$ cat src/rtl/sqe_pkg.sv
package sqe_pkg;

	localparam int DEPTH_DEF = 64;
	localparam int WORD_BITS_DEF = 32;

	localparam int DATA_W = 32;
	localparam int MODE_W = 3;
	localparam int STATUS_W = 2;

	localparam logic [MODE_W-1:0] MODE_PUSH = 3'd0;
	localparam logic [MODE_W-1:0] MODE_POP  = 3'd1;
	localparam logic [MODE_W-1:0] MODE_PEEK = 3'd2;
	localparam logic [MODE_W-1:0] MODE_SWAP = 3'd3;
	localparam logic [MODE_W-1:0] MODE_LIST = 3'd4;

	localparam logic [STATUS_W-1:0] ST_OK    = 2'd0;
	localparam logic [STATUS_W-1:0] ST_EMPTY = 2'd1;
	localparam logic [STATUS_W-1:0] ST_SHORT = 2'd2;
	localparam logic [STATUS_W-1:0] ST_FULL  = 2'd3;

	typedef struct packed {
		logic                push_en;
		logic                pop_en;
		logic                rd_top;
		logic                rd_second;
		logic                rd_cursor;
		logic                list_init;
		logic                hold_ld;
		logic                wr_top_rd;
		logic                wr_second_hold;
		logic                out_ld;
		logic                out_sel_data;
		logic [STATUS_W-1:0] out_status;
		logic                out_last;
	} cmd_t;

	typedef struct packed {
		logic empty;
		logic full;
		logic short_cnt;
		logic list_last;
	} stat_t;

endpackage

$ cat src/rtl/sqe_if.sv
interface sqe_req_if;
	import sqe_pkg::*;

	logic                     valid;
	logic                     ready;
	logic [MODE_W-1:0]        mode;
	logic signed [DATA_W-1:0] value;

	modport source (output valid, output mode, output value, input ready);
	modport sink (input valid, input mode, input value, output ready);
endinterface

interface sqe_rsp_if;
	import sqe_pkg::*;

	logic                     valid;
	logic                     ready;
	logic signed [DATA_W-1:0] data;
	logic [STATUS_W-1:0]      status;
	logic                     last;

	modport source (output valid, output data, output status, output last, input ready);
	modport sink (input valid, input data, input status, input last, output ready);
endinterface

$ cat src/rtl/sqe_datapath.sv
module sqe_datapath #(
	parameter int DEPTH = sqe_pkg::DEPTH_DEF,
	parameter int WORD_BITS = sqe_pkg::WORD_BITS_DEF
) (
	input  logic                                     clk,
	input  logic                                     arst_n,
	input  logic                                     cfg_wr_en,
	input  logic                                     cfg_wr_data,
	input  logic signed [sqe_pkg::DATA_W-1:0]        value,
	input  sqe_pkg::cmd_t                            cmd,
	output sqe_pkg::stat_t                           stat,
	output logic signed [sqe_pkg::DATA_W-1:0]        data,
	output logic [sqe_pkg::STATUS_W-1:0]             status,
	output logic                                     last
);
	import sqe_pkg::*;

	localparam int PTR_W = $clog2(DEPTH);
	localparam int CNT_W = $clog2(DEPTH + 1);
	localparam int SUM_W = CNT_W + 1;

	logic [WORD_BITS-1:0] mem_q [DEPTH];
	logic [WORD_BITS-1:0] rd_q;
	logic [WORD_BITS-1:0] hold_q;
	logic [PTR_W-1:0]     top_q;
	logic [CNT_W-1:0]     count_q;
	logic [PTR_W-1:0]     cursor_q;
	logic [CNT_W-1:0]     remain_q;
	logic                 queue_mode_q;

	logic signed [DATA_W-1:0] data_q;
	logic [STATUS_W-1:0]      status_q;
	logic                     last_q;

	logic [PTR_W-1:0]     top_next;
	logic [PTR_W-1:0]     top_prev;
	logic [PTR_W-1:0]     cursor_next;
	logic [SUM_W-1:0]     tail_sum;
	logic [SUM_W-1:0]     tail_wrap;
	logic [PTR_W-1:0]     push_addr;
	logic [WORD_BITS-1:0] push_word;
	logic [DATA_W-1:0]    word_data;
	logic                 wr_en;
	logic [PTR_W-1:0]     wr_addr;
	logic [WORD_BITS-1:0] wr_word;
	logic                 rd_en;
	logic [PTR_W-1:0]     rd_addr;

	generate
		if (WORD_BITS >= DATA_W) begin : g_wide
			assign word_data = rd_q[DATA_W-1:0];
		end else begin : g_narrow
			assign word_data = {{(DATA_W - WORD_BITS){rd_q[WORD_BITS-1]}}, rd_q};
		end
		if (WORD_BITS <= DATA_W) begin : g_store_narrow
			assign push_word = value[WORD_BITS-1:0];
		end else begin : g_store_wide
			assign push_word = {{(WORD_BITS - DATA_W){1'b0}}, value};
		end
	endgenerate

	assign top_next    = (top_q == PTR_W'(DEPTH - 1)) ? '0 : top_q + 1'b1;
	assign top_prev    = (top_q == '0) ? PTR_W'(DEPTH - 1) : top_q - 1'b1;
	assign cursor_next = (cursor_q == PTR_W'(DEPTH - 1)) ? '0 : cursor_q + 1'b1;
	assign tail_sum    = SUM_W'(top_q) + SUM_W'(count_q);
	assign tail_wrap   = (tail_sum >= SUM_W'(DEPTH)) ? tail_sum - SUM_W'(DEPTH) : tail_sum;

	always_comb begin
		if (count_q == '0) begin
			push_addr = top_q;
		end else if (!queue_mode_q) begin
			push_addr = top_prev;
		end else begin
			push_addr = tail_wrap[PTR_W-1:0];
		end
	end

	always_comb begin
		wr_en   = cmd.push_en || cmd.wr_top_rd || cmd.wr_second_hold;
		wr_addr = push_addr;
		wr_word = push_word;
		if (cmd.wr_top_rd) begin
			wr_addr = top_q;
			wr_word = rd_q;
		end else if (cmd.wr_second_hold) begin
			wr_addr = top_next;
			wr_word = hold_q;
		end
	end

	always_comb begin
		rd_en   = cmd.rd_top || cmd.rd_second || cmd.rd_cursor;
		rd_addr = top_q;
		if (cmd.rd_second) begin
			rd_addr = top_next;
		end else if (cmd.rd_cursor) begin
			rd_addr = cursor_q;
		end
	end

	always_ff @(posedge clk) begin
		if (wr_en) begin
			mem_q[wr_addr] <= wr_word;
		end
	end

	always_ff @(posedge clk) begin
		if (rd_en) begin
			rd_q <= mem_q[rd_addr];
		end
	end

	always_ff @(posedge clk) begin
		if (cmd.hold_ld) begin
			hold_q <= rd_q;
		end
		if (cmd.out_ld) begin
			data_q   <= cmd.out_sel_data ? word_data : '0;
			status_q <= cmd.out_status;
			last_q   <= cmd.out_last;
		end
	end

	always_ff @(posedge clk or negedge arst_n) begin
		if (!arst_n) begin
			top_q        <= '0;
			count_q      <= '0;
			cursor_q     <= '0;
			remain_q     <= '0;
			queue_mode_q <= 1'b0;
		end else begin
			if (cfg_wr_en) begin
				queue_mode_q <= cfg_wr_data;
			end
			if (cmd.push_en) begin
				if (count_q != '0 && !queue_mode_q) begin
					top_q <= top_prev;
				end
				count_q <= count_q + 1'b1;
			end else if (cmd.pop_en) begin
				top_q   <= top_next;
				count_q <= count_q - 1'b1;
			end
			if (cmd.list_init) begin
				cursor_q <= top_next;
				remain_q <= count_q;
			end else if (cmd.rd_cursor) begin
				cursor_q <= cursor_next;
				remain_q <= remain_q - 1'b1;
			end
		end
	end

	assign stat.empty     = (count_q == '0);
	assign stat.full      = (count_q == CNT_W'(DEPTH));
	assign stat.short_cnt = (count_q < CNT_W'(2));
	assign stat.list_last = (remain_q == CNT_W'(1));

	assign data   = data_q;
	assign status = status_q;
	assign last   = last_q;

endmodule

$ cat src/rtl/sqe_ctrl.sv
module sqe_ctrl (
	input  logic                       clk,
	input  logic                       arst_n,
	input  logic                       req_valid,
	output logic                       req_ready,
	input  logic [sqe_pkg::MODE_W-1:0] req_mode,
	input  sqe_pkg::stat_t             stat,
	output sqe_pkg::cmd_t              cmd,
	output logic                       rsp_valid,
	input  logic                       rsp_ready
);
	import sqe_pkg::*;

	localparam logic [2:0] S_IDLE    = 3'd0;
	localparam logic [2:0] S_PEEK    = 3'd1;
	localparam logic [2:0] S_SWAP_B  = 3'd2;
	localparam logic [2:0] S_SWAP_W1 = 3'd3;
	localparam logic [2:0] S_SWAP_W2 = 3'd4;
	localparam logic [2:0] S_LIST    = 3'd5;

	logic [2:0] state_q;
	logic [2:0] state_nxt;
	logic       out_valid_q;
	logic       slot_free;

	assign slot_free = !out_valid_q || rsp_ready;
	assign req_ready = (state_q == S_IDLE) && slot_free;
	assign rsp_valid = out_valid_q;

	always_comb begin
		cmd       = '0;
		state_nxt = state_q;
		case (state_q)
			S_IDLE: begin
				if (req_valid && slot_free) begin
					cmd.out_last = 1'b1;
					case (req_mode)
						MODE_PUSH: begin
							cmd.out_ld = 1'b1;
							if (stat.full) begin
								cmd.out_status = ST_FULL;
							end else begin
								cmd.push_en    = 1'b1;
								cmd.out_status = ST_OK;
							end
						end
						MODE_POP: begin
							cmd.out_ld = 1'b1;
							if (stat.empty) begin
								cmd.out_status = ST_EMPTY;
							end else begin
								cmd.pop_en     = 1'b1;
								cmd.out_status = ST_OK;
							end
						end
						MODE_PEEK: begin
							if (stat.empty) begin
								cmd.out_ld     = 1'b1;
								cmd.out_status = ST_EMPTY;
							end else begin
								cmd.rd_top = 1'b1;
								state_nxt  = S_PEEK;
							end
						end
						MODE_SWAP: begin
							if (stat.short_cnt) begin
								cmd.out_ld     = 1'b1;
								cmd.out_status = ST_SHORT;
							end else begin
								cmd.rd_top = 1'b1;
								state_nxt  = S_SWAP_B;
							end
						end
						MODE_LIST: begin
							if (stat.empty) begin
								cmd.out_ld     = 1'b1;
								cmd.out_status = ST_EMPTY;
							end else begin
								cmd.rd_top    = 1'b1;
								cmd.list_init = 1'b1;
								state_nxt     = S_LIST;
							end
						end
						default: begin
							cmd.out_ld     = 1'b1;
							cmd.out_status = ST_OK;
						end
					endcase
				end
			end
			S_PEEK: begin
				if (slot_free) begin
					cmd.out_ld       = 1'b1;
					cmd.out_sel_data = 1'b1;
					cmd.out_status   = ST_OK;
					cmd.out_last     = 1'b1;
					state_nxt        = S_IDLE;
				end
			end
			S_SWAP_B: begin
				cmd.hold_ld   = 1'b1;
				cmd.rd_second = 1'b1;
				state_nxt     = S_SWAP_W1;
			end
			S_SWAP_W1: begin
				cmd.wr_top_rd = 1'b1;
				state_nxt     = S_SWAP_W2;
			end
			S_SWAP_W2: begin
				cmd.wr_second_hold = 1'b1;
				if (slot_free) begin
					cmd.out_ld     = 1'b1;
					cmd.out_status = ST_OK;
					cmd.out_last   = 1'b1;
					state_nxt      = S_IDLE;
				end
			end
			S_LIST: begin
				if (slot_free) begin
					cmd.out_ld       = 1'b1;
					cmd.out_sel_data = 1'b1;
					cmd.out_status   = ST_OK;
					cmd.out_last     = stat.list_last;
					if (stat.list_last) begin
						state_nxt = S_IDLE;
					end else begin
						cmd.rd_cursor = 1'b1;
					end
				end
			end
			default: begin
				state_nxt = S_IDLE;
			end
		endcase
	end

	always_ff @(posedge clk or negedge arst_n) begin
		if (!arst_n) begin
			state_q     <= S_IDLE;
			out_valid_q <= 1'b0;
		end else begin
			state_q <= state_nxt;
			if (cmd.out_ld) begin
				out_valid_q <= 1'b1;
			end else if (rsp_ready) begin
				out_valid_q <= 1'b0;
			end
		end
	end

endmodule

$ cat src/rtl/stack_queue_engine.sv
// Channel   Direction  Payload                 Handshake
// req       in         mode, value             valid/ready, taken when both high
// rsp       out        data, status, last      valid/ready, taken when both high
// cfg       in         cfg_wr_data (queue_mode) cfg_wr_en, written at that edge
//
// Push, pop and the unused commands finish at the accepting edge; the result is
// shown in the next cycle. Peek, swap and list first read the top; swap then
// reads the second and writes the two back in turn, as the entry memory has a
// single read and single write port. List gives one entry per cycle while
// results are taken, else the next load waits. Reset clears the pointer,
// count and mode; entry memory is not cleared and is read only where written.
module stack_queue_engine #(
	parameter int DEPTH = sqe_pkg::DEPTH_DEF,
	parameter int WORD_BITS = sqe_pkg::WORD_BITS_DEF
) (
	input  logic      clk,
	input  logic      arst_n,
	sqe_req_if.sink   req,
	sqe_rsp_if.source rsp,
	input  logic      cfg_wr_en,
	input  logic      cfg_wr_data
);
	import sqe_pkg::*;

	cmd_t  cmd;
	stat_t stat;

	sqe_ctrl u_ctrl (
		.clk       (clk),
		.arst_n    (arst_n),
		.req_valid (req.valid),
		.req_ready (req.ready),
		.req_mode  (req.mode),
		.stat      (stat),
		.cmd       (cmd),
		.rsp_valid (rsp.valid),
		.rsp_ready (rsp.ready)
	);

	sqe_datapath #(
		.DEPTH     (DEPTH),
		.WORD_BITS (WORD_BITS)
	) u_datapath (
		.clk         (clk),
		.arst_n      (arst_n),
		.cfg_wr_en   (cfg_wr_en),
		.cfg_wr_data (cfg_wr_data),
		.value       (req.value),
		.cmd         (cmd),
		.stat        (stat),
		.data        (rsp.data),
		.status      (rsp.status),
		.last        (rsp.last)
	);

	a_no_overwrite: assert property (@(posedge clk) disable iff (!arst_n)
		cmd.out_ld && rsp.valid |-> rsp.ready)
		else $error("A pending result was overwritten.");

	a_push_full: assert property (@(posedge clk) disable iff (!arst_n)
		req.valid && req.ready && req.mode == MODE_PUSH && stat.full
		|=> rsp.valid && rsp.status == ST_FULL && rsp.last)
		else $error("A push into a full store did not report full.");

	a_full_not_empty: assert property (@(posedge clk) disable iff (!arst_n)
		stat.full |-> !stat.empty && !stat.short_cnt)
		else $error("The entry count flags disagree.");

	a_no_write_on_accept_fail: assert property (@(posedge clk) disable iff (!arst_n)
		cmd.push_en |-> !stat.full && req.valid && req.ready)
		else $error("A push was carried out without an accepted item.");

endmodule
$ cat src/flat_wrapper.sv
// flat-port wrapper written by rule: the top's interface ports become plain ports
module stack_queue_engine_flat import sqe_pkg::*;
#(
	parameter int DEPTH = sqe_pkg::DEPTH_DEF,
	parameter int WORD_BITS = sqe_pkg::WORD_BITS_DEF
)
  (clk, arst_n, cfg_wr_en, cfg_wr_data, req_valid, req_mode, req_value, req_ready, rsp_valid, rsp_data, rsp_status, rsp_last, rsp_ready);
  sqe_req_if req_i ();
  sqe_rsp_if rsp_i ();
  input  logic clk;
  input  logic arst_n;
  input  logic cfg_wr_en;
  input  logic cfg_wr_data;
  input wire logic [$bits(req_i.valid)-1:0] req_valid;
  input wire logic [$bits(req_i.mode)-1:0] req_mode;
  input wire logic [$bits(req_i.value)-1:0] req_value;
  output wire logic [$bits(req_i.ready)-1:0] req_ready;
  output wire logic [$bits(rsp_i.valid)-1:0] rsp_valid;
  output wire logic [$bits(rsp_i.data)-1:0] rsp_data;
  output wire logic [$bits(rsp_i.status)-1:0] rsp_status;
  output wire logic [$bits(rsp_i.last)-1:0] rsp_last;
  input wire logic [$bits(rsp_i.ready)-1:0] rsp_ready;
  assign req_i.valid = req_valid;
  assign req_i.mode = req_mode;
  assign req_i.value = req_value;
  assign req_ready = req_i.ready;
  assign rsp_valid = rsp_i.valid;
  assign rsp_data = rsp_i.data;
  assign rsp_status = rsp_i.status;
  assign rsp_last = rsp_i.last;
  assign rsp_i.ready = rsp_ready;
  stack_queue_engine #(.DEPTH(DEPTH), .WORD_BITS(WORD_BITS)) u_core (.clk(clk), .arst_n(arst_n), .req(req_i), .rsp(rsp_i), .cfg_wr_en(cfg_wr_en), .cfg_wr_data(cfg_wr_data));
endmodule
$ cat config.mk
export PLATFORM = sky130hd
export DESIGN_NAME = stack_queue_engine_flat
export DESIGN_NICKNAME = d
export VERILOG_FILES = /design/src/rtl/sqe_pkg.sv /design/src/rtl/sqe_if.sv /design/src/rtl/sqe_datapath.sv /design/src/rtl/sqe_ctrl.sv /design/src/rtl/stack_queue_engine.sv /design/src/flat_wrapper.sv
export SDC_FILE = /design/constraint.sdc
export NUM_CORES = 2
export LEC_CHECK = 0
export ABC_AREA = 1
export BUFFER_PORTS_ARGS = -buffer_cell sky130_fd_sc_hd__buf_2
export CAP_MARGIN = 20
export CORE_MARGIN = 2
export CORE_UTILIZATION = 40
export CTS_BUF_LIST = sky130_fd_sc_hd__clkbuf_8 sky130_fd_sc_hd__clkbuf_16
export DETAILED_ROUTE_END_ITERATION = 7
export HOLD_SLACK_MARGIN = 0.02
export PLACE_DENSITY = 0.55
export SLEW_MARGIN = 20
export SYNTH_ARGS = -nofsm -noshare
export SYNTH_HDL_FRONTEND = slang
export SYNTH_SLANG_ARGS = --single-unit
$ cat constraint.sdc
create_clock -name clk -period 3.6 [get_ports clk]
set_clock_uncertainty 0.15 [all_clocks]
set_input_delay 0.18 -clock clk [delete_from_list [all_inputs] [get_ports clk]]
set_output_delay 0.18 -clock clk [all_outputs]
set_load 0.01 [all_outputs]
==> flow_summary.toml <==
[setup_path]
r2r_cells = 24
path_cells = "inv_2 > ha_1 > inv_1 > nor2_1 > nand3_2 > nand2_4 > buf_4 > nand2_1 > nand3_4 > nand2_8 > buf_12 > buf_16 > buf_16 > buf_4 > nand2_1 > nand2_1 > nand2_1 > nand3_2 > nand3_1 > buf_4 > nand3_2 > buf_6 > nand3_4 > nand2_1"
setup.worst_path.end = "u_core.u_datapath.rd_q[16]"
critPathKind = "reg2reg"
r2r_start = "u_core.u_datapath.remain_q[1]"
rr_endpoint = "u_core.u_datapath.rd_q[16]"
crit_cells = 24
cp-startpoint = "u_core.u_datapath.remain_q[1]"
cpMaxStageDelayCell = "dfrtp_1"
endpoint_kind = "register"
crit_fanout = 15
critPathArrivalTime_ns = 4.06
crit_top_cell = "nand2_1"
max_stage_delay_ns = 0.41
cp.required_ns = 4.07
cp_num_buf_inv = 9
reg2reg_slack_ns = 0.008
critPathLaunchType = "register"
path_delay_family = "simple AND/OR/NAND/NOR gates"

[placed_design]
dpl.hpwl_um = 190000
dp_slack_ns = -0.335
io_buffer_count = 77
gp_congestion = 0.887
placed_cells = 12700

[clock_network]
clk_pin_slew_worst_paths_ns = 0.06
cts.sinks = 2178
clockRootBuffer = "clkbuf_16"
cts_made_buffers = 221
cts_buffer_depth = 3
cts_tree = "done"
htree_levels = 4
clk_latency_ns = 0.90

[finish]
fin_util_pct = 48.2
final-seq-area_um2 = 65200
synthToLayoutAreaGrowth_pct = 20.2
fin_nets = 9924
multiInputGateArea_um2 = 22700
drive_gt1_share_pct = 12.4
n_fill_cell = 21500
finalNonFillerCells = 13200

[grt]
grt-ovfl-total = 0
antenna_found_initial = 21
grt_max_degree = 97
grt_pass1_vias = 64200
grt_pass1_wl_um = 447000
grt_usage_pct = 25.0

[floorplanning]
row_count = 180
dieArea_um2 = 245000
die_w_um = 494
fp.dieH_um = 494
ios = 78
fp.coreArea_um2 = 240000
initial_core_util_pct = 40.1

[routing]
drtPass1Iterations = 6
drt_wl_total_um = 313000
drtIter0Drc = 9215
route.detailed.drc = 0
vias_per_cell = 5.21
drtAntennaViolNets = 0
route.vias.total = 68900
wire_per_inst_um = 23.7

[synthesis]
netlist_top_cells_area = "edfxtp_1 (67%), nand3_1 (11%), nand2_1 (8.3%)"
synth_nets = 9415
ys_seq_area_share_pct = 67.8
yosysTopAreaCell = "edfxtp_1"
yosys-top-cells-count = "nand3_1 (2,181), edfxtp_1 (2,147), nand2_1 (2,138)"
synth.top_cell.area_share_pct = 67.0
syn-cell-area_um2 = 96200
ys_async_sr_fraction_pct = 1.42
post-synth-top-count-cell = "nand3_1"
postSynthAreaPerCell_um2 = 10.3
synth_seq_cells = 2178
synth-edff-count = 2147
ys_types = 43
yosys_warnings = 0
synthCells = 9356
synth_top_flop_cell = "edfxtp_1"

[pwr]
ir_drop_v = 0.000624
power_mw = 112
p_per_area_nw_per_um2 = 971
p_leak_nw = 49.3

[sta]
setup_viol = 0
fin_crit_ns = 3.59
period_share_pct = 99.8
slew_headroom_pct = 29.4
worst_slack_ns = 0.00751
finalHoldViolCount = 0
grt_setup_unrepaired = "true"
maxSlewViolCount = 0
worst_slew_pin_slew_ns = 1.06
max_clock_freq_mhz = 278
holdWs_ns = 0.120

[hold_path]
hp-class = "in2reg"

[run]
drv_cap = 0

[status]
status = "complete, no violations"
what timing repair did:
action	CTS	global route
resized for setup	53	129
cloned	6	15
buffers inserted	0	15
hold buffers	48	0
endpoints found under the setup margin	32	112
hold endpoints to repair	1753	0
pin swaps	2	3
layout make-up:
cell class | instances | share of cell area [%]
flip-flops and latches | 2178 | 56.4
multi-input cells | 4676 | 19.6
repair buffers | 771 | 8.01
inverters | 2017 | 6.58
clock buffers | 223 | 4.82
well taps | 3185 | 3.45
clock inverters | 179 | 1.12
diodes | 7 | 0.0151
state kept, by name (all words and copies together), names as in the netlist, 2 cells and up:
| signal | count |
|---|---|
| u_core.u_datapath.top_q | 6 |
| u_core.u_datapath.data | 32 |
| u_core.u_datapath.hold_q | 32 |
| u_core.u_ctrl.state_q | 3 |
| u_core.u_datapath.rd_q | 32 |
| u_core.u_datapath.remain_q | 7 |
| u_core.u_datapath.mem_q | 2048 |
| u_core.u_datapath.count_q | 7 |
| u_core.u_datapath.cursor_q | 6 |
| u_core.u_datapath.status | 2 |
routing by layer:
metal	GRT usage [%]	routed length (µm)	up-vias
met5	0	12	-
met1	36.4	135000	33800
li1	-	-	31500
met2	38.0	140000	3114
met4	8.37	9960	2
met3	4.16	28100	446
placed cells by master, fill, tap and decap left out, drive strengths merged, types with 2 or more instances in the layout:
cell type    count
a21oi           21
clkinv          96
bufbuf           3
bufinv          13
o211ai          12
ha              16
a31oi           34
clkbuf         236
diode            7
dlygate4sd3     47
buf            708
nor2           176
nand3         2186
and2             3
dfrtp           31
edfxtp        2147
a211oi           4
nor3             2
inv           2085
a22oi            2
xor2            10
xnor2            5
fa               2
clkinvlp         2
o221ai           9
nand2         2142
o22ai            2
o21ai           39
nand4            5
nand3b           2
report_power, final:
group          internal (mW)  switching (mW)  total, mW
sequential              32.6           0.766       33.3
combinational           17.7            39.2       56.9
clock                   12.1            9.96       22.1
total                   62.4            49.9        112
cells by family (layout without fill, tap and decap cells):
group / after synthesis / after routing / synth area share [%]
flops: 2178 / 2178 / 67.8
xor+xnor: 15 / 15 / 0.137
other cells: 0 / 7 / 0
buf+inv: 2505 / 3190 / 10.5
simple gates: 4514 / 4517 / 20.6
fa+ha+maj: 18 / 18 / 0.250
compound gates: 126 / 126 / 0.797
worst min-delay path, delay by kind of cell:
family          cells  cell delay (ns)
buf+inv             2             0.39
compound gates      1             0.12
simple gates        1             0.20
worst min path at each step:
stage | from | end | slack [ns] | cells past startpoint
after floorplan | arst_n | u_core.u_ctrl.rsp_valid | -0.27 | 0
after global placement | arst_n | u_core.u_datapath.queue_mode_q | 0.15 | 1
after detailed placement | arst_n | u_core.u_ctrl.rsp_valid | 0.14 | 1
after CTS | req_value[22] | u_core.u_datapath.mem_q[49][22] | 0.02 | 4
after global routing | req_value[22] | u_core.u_datapath.mem_q[51][22] | 0.06 | 4
final | req_value[22] | u_core.u_datapath.mem_q[49][22] | 0.12 | 4
stage by stage:
step	area (µm²)	setup TNS [ns]
floorplan	96200	-1521.48
global placement	107000	-6.76
detailed placement	107000	-3.09
CTS	115000	-0.0480
global route	116000	-0.455
finish	116000	0
(Power assumes the default switching activity.)
